--- config.mk ---
export PLATFORM = sky130hd
export DESIGN_NAME = peer_wire_receive_parser
export DESIGN_NICKNAME = d
export VERILOG_FILES = /design/src/rtl/pwrp_pkg.sv /design/src/rtl/pwrp_front.sv /design/src/rtl/pwrp_queue.sv /design/src/rtl/pwrp_back.sv /design/src/rtl/peer_wire_receive_parser.sv
export SDC_FILE = /design/constraint.sdc
export NUM_CORES = 1
export LEC_CHECK = 0
export BUFFER_PORTS_ARGS = -buffer_cell sky130_fd_sc_hd__buf_4
export CELL_PAD_IN_SITES_DETAIL_PLACEMENT = 1
export CELL_PAD_IN_SITES_GLOBAL_PLACEMENT = 1
export CORE_MARGIN = 2
export CORE_UTILIZATION = 42
export CTS_BUF_LIST = sky130_fd_sc_hd__clkbuf_16
export CTS_CLUSTER_SIZE = 16
export DETAILED_ROUTE_END_ITERATION = 8
export PLACE_DENSITY = 0.77
export SLEW_MARGIN = 20
export SYNTH_ARGS = -nofsm -noshare
export SYNTH_HDL_FRONTEND = slang
export SYNTH_HIERARCHICAL = 1
export SYNTH_SLANG_ARGS = --single-unit
--- constraint.sdc ---
create_clock -name i_clk -period 8.15 [get_ports i_clk]
set_input_delay 1.2225 -clock i_clk [delete_from_list [all_inputs] [get_ports i_clk]]
set_output_delay 1.2225 -clock i_clk [all_outputs]
set_load 0.005 [all_outputs]
--- src/rtl/pwrp_pkg.sv ---
// ----------------------------------------------------------------------------
// pwrp_pkg
// Shared types, constants and the protocol string table for the peer-wire
// receive parser.
// ----------------------------------------------------------------------------
package pwrp_pkg;

    localparam int unsigned CNT_W       = 25;
    localparam int unsigned HIDX_W      = 5;
    localparam int unsigned ADDR_W      = 3;
    localparam int unsigned QDEPTH      = 4;
    localparam int unsigned QPTR_W      = $clog2(QDEPTH);

    localparam logic [CNT_W-1:0]  HS_PROTO_LEN  = 25'd20;
    localparam logic [CNT_W-1:0]  HS_HASH_START = 25'd28;
    localparam logic [CNT_W-1:0]  HS_LAST       = 25'd47;
    localparam logic [CNT_W-1:0]  PEER_ID_LAST  = 25'd19;
    localparam logic [CNT_W-1:0]  LEN_LAST      = 25'd3;
    localparam logic [CNT_W-1:0]  PAYLOAD_HEAD  = 25'd8;
    localparam logic [CNT_W-1:0]  REQ_MSG_LEN   = 25'd13;
    localparam logic [CNT_W-1:0]  MAX_LEN_RESET = 25'd262144;
    localparam logic [HIDX_W-1:0] HASH_LAST     = 5'd19;

    localparam logic [7:0] TYPE_REQUEST = 8'd6;
    localparam logic [7:0] TYPE_CANCEL  = 8'd8;

    // register map
    localparam logic [ADDR_W-1:0] ADDR_MAX_LEN = 3'd0;

    typedef enum logic [2:0] {
        PH_HANDSHAKE,
        PH_PEERID,
        PH_LENGTH,
        PH_MESSAGE,
        PH_HALTED
    } t_phase;

    typedef enum logic [2:0] {
        EV_HASH      = 3'd0,
        EV_BADPROTO  = 3'd1,
        EV_KEEPALIVE = 3'd2,
        EV_REQUEST   = 3'd3,
        EV_CANCEL    = 3'd4,
        EV_IGNORED   = 3'd5,
        EV_TOOLONG   = 3'd6
    } t_event;

    // command from front to back; a hash command expands into 20 items
    typedef struct packed {
        t_event      ev;
        logic [7:0]  msg_type;
        logic [31:0] piece;
        logic [31:0] offset;
        logic [31:0] length;
    } t_cmd;

    // hash store write from the front
    typedef struct packed {
        logic              en;
        logic [HIDX_W-1:0] idx;
        logic [7:0]        data;
    } t_hash_wr;

    // expected protocol string: length byte then "BitTorrent protocol"
    function automatic logic [7:0] proto_byte(input logic [HIDX_W-1:0] idx);
        logic [7:0] b;
        case (idx)
            5'd0:    b = 8'd19;
            5'd1:    b = "B";
            5'd2:    b = "i";
            5'd3:    b = "t";
            5'd4:    b = "T";
            5'd5:    b = "o";
            5'd6:    b = "r";
            5'd7:    b = "r";
            5'd8:    b = "e";
            5'd9:    b = "n";
            5'd10:   b = "t";
            5'd11:   b = " ";
            5'd12:   b = "p";
            5'd13:   b = "r";
            5'd14:   b = "o";
            5'd15:   b = "t";
            5'd16:   b = "o";
            5'd17:   b = "c";
            5'd18:   b = "o";
            5'd19:   b = "l";
            default: b = 8'd0;
        endcase
        return b;
    endfunction

endpackage

--- src/rtl/pwrp_front.sv ---
// ----------------------------------------------------------------------------
// pwrp_front
// Byte parser: tracks the handshake and message framing, holds the length
// limit register and turns finished units into commands for the back end.
// ----------------------------------------------------------------------------
module pwrp_front (
    input  logic                          i_clk,
    input  logic                          i_rst_n,
    // byte input
    input  logic                          i_valid,
    output logic                          o_ready,
    input  logic [7:0]                    i_rx_byte,
    // configuration write
    input  logic                          i_cfg_we,
    input  logic [pwrp_pkg::ADDR_W-1:0]   i_cfg_addr,
    input  logic [31:0]                   i_cfg_wdata,
    output logic [pwrp_pkg::CNT_W-1:0]    o_max_len,
    // command queue
    input  logic                          i_q_full,
    output logic                          o_push,
    output pwrp_pkg::t_cmd                o_cmd,
    // hash store write
    output pwrp_pkg::t_hash_wr            o_hash_wr
);
    import pwrp_pkg::*;

    t_phase            r_phase, n_phase;
    logic [CNT_W-1:0]  r_count, n_count;
    logic              r_mismatch, n_mismatch;
    logic [31:0]       r_len_shift, n_len_shift;
    logic [CNT_W-1:0]  r_msg_len, n_msg_len;
    logic [7:0]        r_type, n_type;
    logic [63:0]       r_pay_shift, n_pay_shift;
    logic [31:0]       r_pay_tail, n_pay_tail;
    logic [CNT_W-1:0]  r_max_len;
    logic              accept;
    logic [CNT_W-1:0]  count_inc;

    assign o_ready   = !i_q_full;
    assign accept    = i_valid && !i_q_full;
    assign count_inc = r_count + 1'b1;
    assign o_max_len = r_max_len;

    // length limit register
    always_ff @(posedge i_clk) begin
        if (!i_rst_n) begin
            r_max_len <= MAX_LEN_RESET;
        end else if (i_cfg_we && i_cfg_addr == ADDR_MAX_LEN) begin
            r_max_len <= i_cfg_wdata[CNT_W-1:0];
        end
    end

    // parser state
    always_ff @(posedge i_clk) begin
        if (!i_rst_n) begin
            r_phase     <= PH_HANDSHAKE;
            r_count     <= '0;
            r_mismatch  <= 1'b0;
            r_len_shift <= '0;
            r_msg_len   <= '0;
            r_type      <= '0;
            r_pay_shift <= '0;
            r_pay_tail  <= '0;
        end else begin
            r_phase     <= n_phase;
            r_count     <= n_count;
            r_mismatch  <= n_mismatch;
            r_len_shift <= n_len_shift;
            r_msg_len   <= n_msg_len;
            r_type      <= n_type;
            r_pay_shift <= n_pay_shift;
            r_pay_tail  <= n_pay_tail;
        end
    end

    // next state and command generation
    always_comb begin
        n_phase     = r_phase;
        n_count     = r_count;
        n_mismatch  = r_mismatch;
        n_len_shift = r_len_shift;
        n_msg_len   = r_msg_len;
        n_type      = r_type;
        n_pay_shift = r_pay_shift;
        n_pay_tail  = r_pay_tail;
        o_push      = 1'b0;
        o_cmd       = '0;
        o_hash_wr   = '0;

        if (accept) begin
            unique case (r_phase)
                PH_HANDSHAKE: begin
                    if (r_count < HS_PROTO_LEN) begin
                        if (i_rx_byte != proto_byte(r_count[HIDX_W-1:0])) begin
                            n_mismatch = 1'b1;
                        end
                    end else if (r_count >= HS_HASH_START) begin
                        o_hash_wr.en   = 1'b1;
                        o_hash_wr.idx  = HIDX_W'(r_count - HS_HASH_START);
                        o_hash_wr.data = i_rx_byte;
                    end
                    n_count = count_inc;
                    if (r_count == HS_LAST) begin
                        n_count = '0;
                        o_push  = 1'b1;
                        if (n_mismatch) begin
                            n_phase  = PH_HALTED;
                            o_cmd.ev = EV_BADPROTO;
                        end else begin
                            n_phase  = PH_PEERID;
                            o_cmd.ev = EV_HASH;
                        end
                    end
                end
                PH_PEERID: begin
                    n_count = count_inc;
                    if (r_count == PEER_ID_LAST) begin
                        n_count     = '0;
                        n_len_shift = '0;
                        n_phase     = PH_LENGTH;
                    end
                end
                PH_LENGTH: begin
                    n_len_shift = {r_len_shift[23:0], i_rx_byte};
                    n_count     = count_inc;
                    if (r_count == LEN_LAST) begin
                        n_count = '0;
                        if (n_len_shift == '0) begin
                            o_push   = 1'b1;
                            o_cmd.ev = EV_KEEPALIVE;
                        end else if (n_len_shift > {7'd0, r_max_len}) begin
                            o_push   = 1'b1;
                            o_cmd.ev = EV_TOOLONG;
                            n_phase  = PH_HALTED;
                        end else begin
                            n_msg_len   = n_len_shift[CNT_W-1:0];
                            n_type      = '0;
                            n_pay_shift = '0;
                            n_pay_tail  = '0;
                            n_phase     = PH_MESSAGE;
                        end
                    end
                end
                PH_MESSAGE: begin
                    if (r_count == '0) begin
                        n_type = i_rx_byte;
                    end else if (r_count <= PAYLOAD_HEAD) begin
                        n_pay_shift = {r_pay_shift[55:0], i_rx_byte};
                    end else begin
                        n_pay_tail = {r_pay_tail[23:0], i_rx_byte};
                    end
                    n_count = count_inc;
                    if (count_inc >= r_msg_len) begin
                        n_count        = '0;
                        n_len_shift    = '0;
                        n_phase        = PH_LENGTH;
                        o_push         = 1'b1;
                        o_cmd.msg_type = n_type;
                        if (r_msg_len == REQ_MSG_LEN &&
                            (n_type == TYPE_REQUEST || n_type == TYPE_CANCEL)) begin
                            o_cmd.ev     = (n_type == TYPE_REQUEST) ? EV_REQUEST
                                                                    : EV_CANCEL;
                            o_cmd.piece  = n_pay_shift[63:32];
                            o_cmd.offset = n_pay_shift[31:0];
                            o_cmd.length = n_pay_tail;
                        end else begin
                            o_cmd.ev = EV_IGNORED;
                        end
                    end
                end
                PH_HALTED: begin
                    // bytes are dropped until reset
                end
                default: begin
                    n_phase = PH_HALTED;
                end
            endcase
        end
    end

endmodule

--- src/rtl/pwrp_queue.sv ---
// ----------------------------------------------------------------------------
// pwrp_queue
// Small register FIFO of commands between the parser and the output stage.
// ----------------------------------------------------------------------------
module pwrp_queue (
    input  logic            i_clk,
    input  logic            i_rst_n,
    input  logic            i_push,
    input  pwrp_pkg::t_cmd  i_cmd,
    output logic            o_full,
    input  logic            i_pop,
    output logic            o_empty,
    output pwrp_pkg::t_cmd  o_cmd
);
    import pwrp_pkg::*;

    t_cmd              r_mem [QDEPTH];
    logic [QPTR_W-1:0] r_wr_ptr, r_rd_ptr;
    logic [QPTR_W:0]   r_fill;
    logic              do_push, do_pop;

    assign o_full  = (r_fill == (QPTR_W+1)'(QDEPTH));
    assign o_empty = (r_fill == '0);
    assign do_push = i_push && !o_full;
    assign do_pop  = i_pop && !o_empty;
    assign o_cmd   = r_mem[r_rd_ptr];

    // pointers and fill count
    always_ff @(posedge i_clk) begin
        if (!i_rst_n) begin
            r_wr_ptr <= '0;
            r_rd_ptr <= '0;
            r_fill   <= '0;
        end else begin
            if (do_push) begin
                r_wr_ptr <= r_wr_ptr + 1'b1;
            end
            if (do_pop) begin
                r_rd_ptr <= r_rd_ptr + 1'b1;
            end
            if (do_push && !do_pop) begin
                r_fill <= r_fill + 1'b1;
            end else if (do_pop && !do_push) begin
                r_fill <= r_fill - 1'b1;
            end
        end
    end

    // storage
    always_ff @(posedge i_clk) begin
        if (do_push) begin
            r_mem[r_wr_ptr] <= i_cmd;
        end
    end

endmodule

--- src/rtl/pwrp_back.sv ---
// ----------------------------------------------------------------------------
// pwrp_back
// Output stage: holds the info hash, expands a hash command into 20 items
// and presents each result in an output register.
// ----------------------------------------------------------------------------
module pwrp_back (
    input  logic                         i_clk,
    input  logic                         i_rst_n,
    input  pwrp_pkg::t_hash_wr           i_hash_wr,
    // command queue
    input  logic                         i_q_empty,
    input  pwrp_pkg::t_cmd               i_cmd,
    output logic                         o_pop,
    // result output
    output logic                         o_valid,
    input  logic                         i_ready,
    output pwrp_pkg::t_event             o_event,
    output logic [pwrp_pkg::HIDX_W-1:0]  o_hash_index,
    output logic [7:0]                   o_hash_byte,
    output logic [7:0]                   o_msg_type,
    output logic [31:0]                  o_piece,
    output logic [31:0]                  o_offset,
    output logic [31:0]                  o_length,
    output logic                         o_last
);
    import pwrp_pkg::*;

    logic [7:0]        r_hash [20];
    logic              r_valid, n_valid;
    logic              r_burst, n_burst;
    logic [HIDX_W-1:0] r_hidx, n_hidx;
    t_event            r_event, n_event;
    logic [HIDX_W-1:0] r_oidx, n_oidx;
    logic [7:0]        r_obyte, n_obyte;
    logic [7:0]        r_mtype, n_mtype;
    logic [31:0]       r_piece, n_piece;
    logic [31:0]       r_offset, n_offset;
    logic [31:0]       r_length, n_length;
    logic              r_last, n_last;
    logic              load;

    assign load = !r_valid || i_ready;

    // info hash store
    always_ff @(posedge i_clk) begin
        if (i_hash_wr.en) begin
            r_hash[i_hash_wr.idx] <= i_hash_wr.data;
        end
    end

    // select the next output item
    always_comb begin
        n_valid  = r_valid;
        n_burst  = r_burst;
        n_hidx   = r_hidx;
        n_event  = r_event;
        n_oidx   = r_oidx;
        n_obyte  = r_obyte;
        n_mtype  = r_mtype;
        n_piece  = r_piece;
        n_offset = r_offset;
        n_length = r_length;
        n_last   = r_last;
        o_pop    = 1'b0;
        if (load) begin
            if (r_burst) begin
                // continue the hash burst
                n_valid  = 1'b1;
                n_event  = EV_HASH;
                n_oidx   = r_hidx;
                n_obyte  = r_hash[r_hidx];
                n_mtype  = '0;
                n_piece  = '0;
                n_offset = '0;
                n_length = '0;
                n_last   = (r_hidx == HASH_LAST);
                n_burst  = (r_hidx != HASH_LAST);
                n_hidx   = r_hidx + 1'b1;
            end else if (!i_q_empty) begin
                o_pop    = 1'b1;
                n_valid  = 1'b1;
                n_event  = i_cmd.ev;
                n_mtype  = i_cmd.msg_type;
                n_piece  = i_cmd.piece;
                n_offset = i_cmd.offset;
                n_length = i_cmd.length;
                n_oidx   = '0;
                if (i_cmd.ev == EV_HASH) begin
                    // first hash byte now, the rest follow from the burst
                    n_obyte = r_hash[0];
                    n_last  = 1'b0;
                    n_burst = 1'b1;
                    n_hidx  = HIDX_W'(1);
                end else begin
                    n_obyte = '0;
                    n_last  = 1'b1;
                end
            end else begin
                n_valid = 1'b0;
            end
        end
    end

    // control registers
    always_ff @(posedge i_clk) begin
        if (!i_rst_n) begin
            r_valid <= 1'b0;
            r_burst <= 1'b0;
            r_hidx  <= '0;
        end else begin
            r_valid <= n_valid;
            r_burst <= n_burst;
            r_hidx  <= n_hidx;
        end
    end

    // output payload registers
    always_ff @(posedge i_clk) begin
        r_event  <= n_event;
        r_oidx   <= n_oidx;
        r_obyte  <= n_obyte;
        r_mtype  <= n_mtype;
        r_piece  <= n_piece;
        r_offset <= n_offset;
        r_length <= n_length;
        r_last   <= n_last;
    end

    assign o_valid      = r_valid;
    assign o_event      = r_event;
    assign o_hash_index = r_oidx;
    assign o_hash_byte  = r_obyte;
    assign o_msg_type   = r_mtype;
    assign o_piece      = r_piece;
    assign o_offset     = r_offset;
    assign o_length     = r_length;
    assign o_last       = r_last;

endmodule

--- src/rtl/peer_wire_receive_parser.sv ---
// ----------------------------------------------------------------------------
// peer_wire_receive_parser
// Byte-serial parser for the peer-wire handshake and message framing.
// ----------------------------------------------------------------------------
// Usage:
//   Received bytes enter on the s_axis channel, one item per byte in tdata.
//   One byte is taken every cycle while the command queue has room.
//   Results leave on the m_axis channel: the event code in tuser, the other
//   fields in tdata, and tlast on the final result caused by one byte.
//   A good handshake yields 20 hash items, one per cycle while m_axis tready
//   is high; every other event yields one item. A result passes from the
//   parser into the command queue, then into the output register.
//   The parser and the output stage are joined by a four-entry command
//   queue: a stalled receiver first fills the output register, then the
//   queue, and only then is s_axis tready dropped. The 20 peer id bytes
//   after the handshake give the hash burst time to drain.
//   The APB port holds max_message_length at address 0; write it idle only.
//   Reset (synchronous, active low) returns to the handshake phase, clears
//   the queue and the output, and sets the length limit to 262144.
//   After bad_protocol or too_long all bytes are taken and dropped.
// ----------------------------------------------------------------------------
module peer_wire_receive_parser (
    input  logic                        i_clk,
    input  logic                        i_rst_n,
    // byte input
    input  logic                        i_s_axis_tvalid,
    output logic                        o_s_axis_tready,
    input  logic [7:0]                  i_s_axis_tdata,   // [7:0] rx_byte
    // result output
    output logic                        o_m_axis_tvalid,
    input  logic                        i_m_axis_tready,
    // [4:0] hash_index, [12:5] hash_byte, [20:13] msg_type, [52:21] piece,
    // [84:53] block_offset, [116:85] block_length, [119:117] zero
    output logic [119:0]                o_m_axis_tdata,
    output logic [2:0]                  o_m_axis_tuser,   // [2:0] event_res
    output logic                        o_m_axis_tlast,   // last
    // configuration
    input  logic                        i_psel,
    input  logic                        i_penable,
    input  logic                        i_pwrite,
    input  logic [pwrp_pkg::ADDR_W-1:0] i_paddr,
    input  logic [31:0]                 i_pwdata,
    output logic [31:0]                 o_prdata,
    output logic                        o_pready
);
    import pwrp_pkg::*;

    t_cmd              front_cmd, q_cmd;
    t_hash_wr          hash_wr;
    t_event            out_event;
    logic              push, pop, q_full, q_empty, cfg_we;
    logic [CNT_W-1:0]  max_len;
    logic [HIDX_W-1:0] out_hidx;
    logic [7:0]        out_hbyte, out_mtype;
    logic [31:0]       out_piece, out_offset, out_length;

    // APB access
    assign o_pready = 1'b1;
    assign cfg_we   = i_psel && i_penable && i_pwrite;
    assign o_prdata = (i_paddr == ADDR_MAX_LEN) ? {7'd0, max_len} : 32'd0;

    pwrp_front u_front (
        .i_clk       (i_clk),
        .i_rst_n     (i_rst_n),
        .i_valid     (i_s_axis_tvalid),
        .o_ready     (o_s_axis_tready),
        .i_rx_byte   (i_s_axis_tdata),
        .i_cfg_we    (cfg_we),
        .i_cfg_addr  (i_paddr),
        .i_cfg_wdata (i_pwdata),
        .o_max_len   (max_len),
        .i_q_full    (q_full),
        .o_push      (push),
        .o_cmd       (front_cmd),
        .o_hash_wr   (hash_wr)
    );

    pwrp_queue u_queue (
        .i_clk   (i_clk),
        .i_rst_n (i_rst_n),
        .i_push  (push),
        .i_cmd   (front_cmd),
        .o_full  (q_full),
        .i_pop   (pop),
        .o_empty (q_empty),
        .o_cmd   (q_cmd)
    );

    pwrp_back u_back (
        .i_clk        (i_clk),
        .i_rst_n      (i_rst_n),
        .i_hash_wr    (hash_wr),
        .i_q_empty    (q_empty),
        .i_cmd        (q_cmd),
        .o_pop        (pop),
        .o_valid      (o_m_axis_tvalid),
        .i_ready      (i_m_axis_tready),
        .o_event      (out_event),
        .o_hash_index (out_hidx),
        .o_hash_byte  (out_hbyte),
        .o_msg_type   (out_mtype),
        .o_piece      (out_piece),
        .o_offset     (out_offset),
        .o_length     (out_length),
        .o_last       (o_m_axis_tlast)
    );

    // output packing
    assign o_m_axis_tuser = out_event;
    assign o_m_axis_tdata = {3'd0, out_length, out_offset, out_piece,
                             out_mtype, out_hbyte, out_hidx};

endmodule

Yosys cells after proc, flatten, opt, wreduce, memory -nomap -nowiden
Memories as Yosys holds them, arrays and structs flattened. A register that Yosys moved wholly into a read port is not among the register bits.
Cells that the tools add are included.
- flip-flop bits (word level): 342
- latch bits: 0
- bits in writable memories: 588
- bits in read-only memories: 224
- input bits: 50
- output and inout bits: 159
- word-level logic and storage cells: 198
- memories: 3
- memories (name ; words ; width ; read ports ; clocked after memory_dff ; write ports ; line ; RTL):
    u_queue.r_mem ; 4 ; 107 ; 1 ; 1 ; 1 ; pwrp_queue.sv:17 ; t_cmd r_mem [QDEPTH];
    (no name shown) ; 32 ; 7 ; 1 ; 1 ; 0 ; pwrp_pkg.sv:67 ; case (idx)
    u_back.r_hash ; 20 ; 8 ; 2 ; 1 ; 1 ; pwrp_back.sv:28 ; logic [7:0] r_hash [20];
- add/sub/neg operators: 7
- multiply operators: 0
- divide/modulo/power cells: 0
- $lt $le $gt $ge: 5
- eq/ne operators: 21
- shifts and indexed selects: 0
- mux-type cells: 101
- bitwise logic cells: 3
- reduce and logical (&&, ||, !) cells: 35
- operators with widths (operator ; number):
    2-to-1 mux 64 bit ; 5
    2-to-1 mux 32 bit ; 8
    2-to-1 mux 107 bit ; 2
    case mux 64 bit (2 select lines) ; 1
    2-to-1 mux 25 bit ; 5
    2-to-1 mux 104 bit ; 1
    2-to-1 mux 8 bit ; 13
    case mux 25 bit (4 select lines) ; 1
    2-to-1 mux 96 bit ; 1
    case mux 24 bit (3 select lines) ; 1
    case mux 32 bit (2 select lines) ; 1
    2-to-1 mux 14 bit ; 4
    2-to-1 mux 24 bit ; 2
    2-to-1 mux 3 bit ; 16
    2-to-1 mux 5 bit ; 9
    > comparator 32 x 25 -> 1 bit ; 1
    zero test 32 bit ; 1
    adder 25 x 1 -> 25 bit, second input constant ; 1
    == test 25 x 2 -> 1 bit, second input constant ; 1
    == test 25 x 4 -> 1 bit, second input constant ; 1
    == test 25 x 5 -> 1 bit, second input constant ; 1
    == test 25 x 6 -> 1 bit, second input constant ; 1
    >= comparator 25 bit ; 1
    >= comparator 25 x 5 -> 1 bit, second input constant ; 1
    other kinds (37) ; 93

Longest topological paths before layout
- word-level depth: 13
- gate-level depth with buffers: 24
- gate-level depth less buffers: 23

Hierarchy
The synthesis kept the hierarchy.
- by module, submodules not included (module ; times used ; cells each ; area an instance (um^2) ; seq. area each (um^2)):
    pwrp_queue ; 1 ; 607 ; 15891.5 ; 13032.5
    pwrp_front ; 1 ; 1553 ; 11902.7 ; 4284.1
    pwrp_back ; 1 ; 599 ; 11260.8 ; 8678.3
    peer_wire_receive_parser ; 1 ; 48 ; 524.3 ; 0.0

Least setup slack after synthesis
Ideal clock, no wire load.
- kind: input -> register
- from: in i_m_axis_tready
- to: reg u_back.r_event[0] (netlist: u_back/o_event[0]), enable pin
- setup time: 642 ps
- arrival time: 7128 ps
- required time: 7508 ps
- slack: 380 ps
- stages on the path: 2
- buffers on the path: 0
- path through: nor2b_1 a21oi_1
- word-level cells in the longest chain between the ends: 2
- RTL lines (element ; line ; RTL):
    start: declaration ; peer_wire_receive_parser.sv:31 ; input logic i_m_axis_tready,
    logical OR 1 bit ; pwrp_back.sv:42 ; assign load = !r_valid || i_ready;
    AND reduction 2 bit (no line) ; n/a ;
    end signal: assignment ; pwrp_back.sv:119 ; r_event <= n_event;
    end: declaration ; pwrp_back.sv:32 ; t_event r_event, n_event;
No other way between the ends.
A chain may end at the register's enable or synchronous reset.

Worst setup path in the final report
- from: reg u_front.r_count[0]
- to: mem u_queue/r_mem[1][8] in the netlist's numbering, enable pin
- word-level cells in the longest chain between the ends: 8
- elaborated cells between the ends (all ways): 12
- classes of those cells: 1 x add/sub; 1 x order compare; 2 x eq/ne; 7 x mux; 1 x reduce/logical
- RTL lines (element ; line ; RTL):
    start: declaration ; pwrp_front.sv:28 ; logic [CNT_W-1:0] r_count, n_count;
    start signal: assignment ; pwrp_front.sv:66 ; r_count <= n_count;
    adder 25 x 1 -> 25 bit ; pwrp_front.sv:41 ; assign count_inc = r_count + 1'b1;
    >= comparator 25 bit ; pwrp_front.sv:153 ; if (count_inc >= r_msg_len) begin
    2-to-1 mux 1 bit ; pwrp_front.sv:153 ;
    case mux 1 bit (3 select lines) (*) ; pwrp_front.sv:91 ; unique case (r_phase)
    2-to-1 mux 1 bit (*) ; pwrp_front.sv:90 ; if (accept) begin
    named net push ; peer_wire_receive_parser.sv:51 ; logic push, pop, q_full, q_empty, cfg_we;
    logical AND 1 bit (*) ; pwrp_queue.sv:24 ; assign do_push = i_push && !o_full;
    2-to-1 mux 1 bit (*) ; pwrp_queue.sv:51 ; if (do_push) begin
    2-to-1 mux 1 bit (implied by the code) (*) ; pwrp_queue.sv:52 ; r_mem[r_wr_ptr] <= i_cmd;
    end: declaration ; pwrp_queue.sv:17 ;
Mark *: on every way through the listed nets, which the timed path passes. The rest lies on a longest branch.

==> impl_summary.log <==
[metrics] share of synthesized flip-flops with an asynchronous set or reset: 0%
[metrics] Final Critical Period: roughly 6300 ps
[metrics] final number of setup-violating endpoints: 0
[metrics] share of post-route cells with drive strength above 1: 20.0%
[metrics] peak clock frequency supported by timing: around 0.16 GHz
[metrics] top cells by count, synth: 709 x edfxtp_1, 312 x nand2_1, 235 x dfxtp_1, 207 x nor2_1, 141 x a21oi_1
[metrics] count of vias placed by the detailed router: 24.1k
[metrics] number of buffers created by CTS: 95
[metrics] total of warnings raised by yosys: 6
[metrics] crit path capture type: flip-flop
[metrics] quantity of I/O buffers inserted on ports: 190
[metrics] post-CTS setup repair buffer count: 0
[metrics] clock latency on the worst-skew pair: about 680 ps
[metrics] longest individual stage delay on the worst path: ~790 ps
[metrics] die height: 311 um
[metrics] Synth Register Bits: approximately 940
[metrics] Most used DFF post-synth: edfxtp_1
[metrics] clock edge transition at the registers on the reported setup and hold paths: approximately 60 ps
[metrics] via-per-instance ratio: 5.63
[metrics] accumulated negative setup slack: 0 ps
[metrics] vias in the first global route: around 26k
[metrics] run status: complete, no violations
[metrics] worst slew margin relative to its limit: 26.2%
[metrics] Worst Skew: just over 40 ps
[metrics] total of cells resized after clock tree synthesis: 0
[metrics] cts hold-fix bufs: 0
[metrics] count of flip-flops with a built-in enable after synthesis: 709
[metrics] global-route wire length before repair: 154000 um
[metrics] Placer Congestion: 0.839
[metrics] count of clock tree sinks: 944
[metrics] CTS root buffer: clkbuf_16
[metrics] total global routing track utilization: between 20% and 30%
[metrics] launching instance or port of the critical path: u_front/r_count[0]$_SDFFE_PN0P_
[metrics] sequential standard cell area: roughly 26000 um2
[metrics] Worst Path Max Fanout: 45
[metrics] Hold Path Stages: 2
[metrics] power per standard cell area: 211 nW/um2
[metrics] required time of the critical path: 8480 ps
[metrics] drt initial violations: between 1.5k and 2k
[metrics] cell type contributing the most total cell area after synthesis: edfxtp_1
[metrics] post-synthesis instance area: 39600 um2
[metrics] startpoint of the most critical hold path: u_front/r_len_shift[17]$_SDFFE_PN0P_
[metrics] antenna violations before repair: 1
[metrics] Switching Share: about a fifth
[metrics] NetSw: approximately 0.0020 W
[metrics] Horiz. Die Dim: 311 um
[metrics] worst-case reg-to-reg path depth: 16
[metrics] worst reg2reg startpoint: u_front/r_count[0]$_SDFFE_PN0P_
[metrics] Initial Util: 42.4%
[metrics] post-DP HPWL: 62800 um
[metrics] Core Box Area: approximately 93000 um2
[metrics] MaxCap Viol Count: 0
[metrics] highest-delay cell along the critical path: and2_4
[metrics] number of top-level design ports: 209
[metrics] TritonCTS clock tree: done
[metrics] depth of the CTS H-tree: 3
[metrics] max-slew violations: 0
[metrics] number of rows created at floorplan: approximately 110
[metrics] deepest clock path buffer count: 3
[metrics] total routed wirelength: approximately 100000 um
[metrics] post-route clock period utilization: ~78%
[metrics] fill count: 9347
[metrics] part of the total power dissipated in sequential elements: 53.8%
[metrics] mean post-synth cell area: ~14 um2
[metrics] hold crit path type: reg -> reg
[metrics] post-synth top area share: 53.8%
[metrics] utilization of the core after routing: 48.3%
[metrics] remaining design rule violation count: 0
[metrics] Arrival @ worst endpoint: about 6700 ps
[metrics] post-synth cell types: 84
[metrics] setup repair after global routing missed its margin: false
[metrics] Multi-input gate area: 12500 um2
[metrics] # nets final: 3073
[metrics] synth-to-layout area growth: 13.8%
[metrics] Detailed Routing Iterations Pass 1: 5
[metrics] Gate power share: under 10%
[metrics] worst path cell trace: ha_1, nand4_1, nor3_1, nand3_1, nor2_1, xor2_1, ha_1, nand4_1, nor4_1, a311o_1, o21ai_0, buf_4, a31oi_1, nor2b_1, and2_4, buf_4
[metrics] clock power share: 43.8%
[metrics] leakage power: 14.9 nW
[metrics] grt ovf: 0
[metrics] slew of the pin with the lowest slew margin: 1100 ps
[metrics] Routed WL per cell: 23.2 um
[metrics] number of standard cells after synthesis: 2807
[metrics] launching element type of the critical path: flip-flop
[metrics] final antenna-violating net count: 0
[metrics] cell types occupying the most area after synthesis: edfxtp_1 54%, dfxtp_1 12%, mux4_2 7.5%
[metrics] pin count of the biggest net entering global routing: 80
[metrics] sequential-to-total area share from yosys stat: about two thirds
[metrics] most frequent cell after synthesis: edfxtp_1
[metrics] worst setup path class: reg -> reg
[metrics] peak supply drop: 0.000177 V
[metrics] final number of hold-violating endpoints: 0
[metrics] area enclosed by the die boundary: approximately 97000 um2
[metrics] total internal power: 0.00748 W
-- critical path, delay by kind of cell (launching register included) --
kind | cells | cell delay (ps)
adders and majority gates | 2 | 740
DFF | 1 | 540
AOI/OAI and AO/OA | 3 | 570
xor gates and xnor gates | 1 | 100
buffers and inverters | 2 | 680
and+or+nand+nor | 8 | 3340
-- power by group through the flow --
stage,sequential [W],clock (W),combinational [W]
after floorplan,0.00521,0,0.000150
after global placement,0.00522,0,0.000216
after detailed placement,0.00522,0,0.000224
after CTS,0.00511,0.00424,0.000225
after global routing,0.00511,0.00440,0.000244
final,0.00511,0.00416,0.000226
-- worst paths after layout --
| kind | to | slack [ps] |
|---|---|---|
| worst max register to register | u_queue/r_mem[1][8]$_DFFE_PP_ | 1810 |
| worst max-delay path | u_queue/r_mem[1][8]$_DFFE_PP_ | 1810 |
| worst min-delay path | u_front/r_len_shift[17]$_SDFFE_PN0P_ | 480 |
| worst min register to register | u_front/r_len_shift[17]$_SDFFE_PN0P_ | 480 |
-- cell families after synthesis --
family          synth area share, %
mux                            9.79
other cells                  0.0190
simple gates                   11.0
compound gates                 7.33
xor+xnor                      0.797
fa+ha+maj                      2.23
buf+inv                        3.10
flops                          65.7
-- placed cells by master, fill, tap and decap left out, types with 18 or more instances in the layout --
cell type	n
a21oi_1	140
nand2_1	310
inv_1	111
mux4_2	132
mux2i_1	40
and2_1	26
edfxtp_1	709
a22oi_1	108
nor4b_2	22
nand3_1	47
xnor2_1	18
nor2b_1	117
xor2_1	18
ha_1	69
a21oi_2	40
clkinv_1	20
clkbuf_16	97
nor4_1	20
nor2_1	205
dfxtp_1	231
nand2b_1	28
buf_4	218
o21ai_0	24
-- flip-flops by register name, indices dropped and copies added, names as in the netlist, 2 cells and up, named ones only --
name and flops:
u_back/o_event 3, u_back/o_hash_byte 8, u_back/o_hash_index 5, u_back/o_length 32, u_back/o_msg_type 8, u_back/o_offset 32, u_back/o_piece 32, u_back/r_hash 160
u_back/r_hidx 5, u_front/o_max_len 25, u_front/r_count 25, u_front/r_len_shift 24, u_front/r_msg_len 25, u_front/r_pay_shift 64, u_front/r_pay_tail 32, u_front/r_phase 3
u_front/r_type 8, u_queue/r_fill 3, u_queue/r_mem 428, u_queue/r_rd_ptr 2, u_queue/r_wr_ptr 2
-- per-layer routing --
layer	wire length (um)	part of all wire (%)	track usage, %
met2	49900	50	35.0
met3	5160	5.2	2.73
met4	2570	2.6	7.02
met5	0	0	0
met1	42100	42	26.8
-- area by class of cell --
class / count / area share [%]
Multi-Input combinational cell: 1609 / 27.7
Clock inverter: 80 / 1.21
Clock buffer: 97 / 5.39
Sequential cell: 944 / 57.7
Inverter: 80 / 0.678
Antenna cell: 1 / 0.00555
Tap cell: 1254 / 3.48
Timing Repair Buffer: 223 / 3.84
-- metrics by stage --
stage	cells	setup WS [ps]	hold slack (ps)	cell area (um2)	power, W
after global routing	4288	1270	500	45000	0.00976
after floorplan	2816	380	444	39600	0.00536
after CTS	4287	1840	477	45000	0.00958
final	4288	1810	479	45000	0.00950
after detailed placement	4110	1860	466	42100	0.00544
after global placement	4110	2060	457	42100	0.00543
Note: power is estimated with default switching activity, not from simulation.
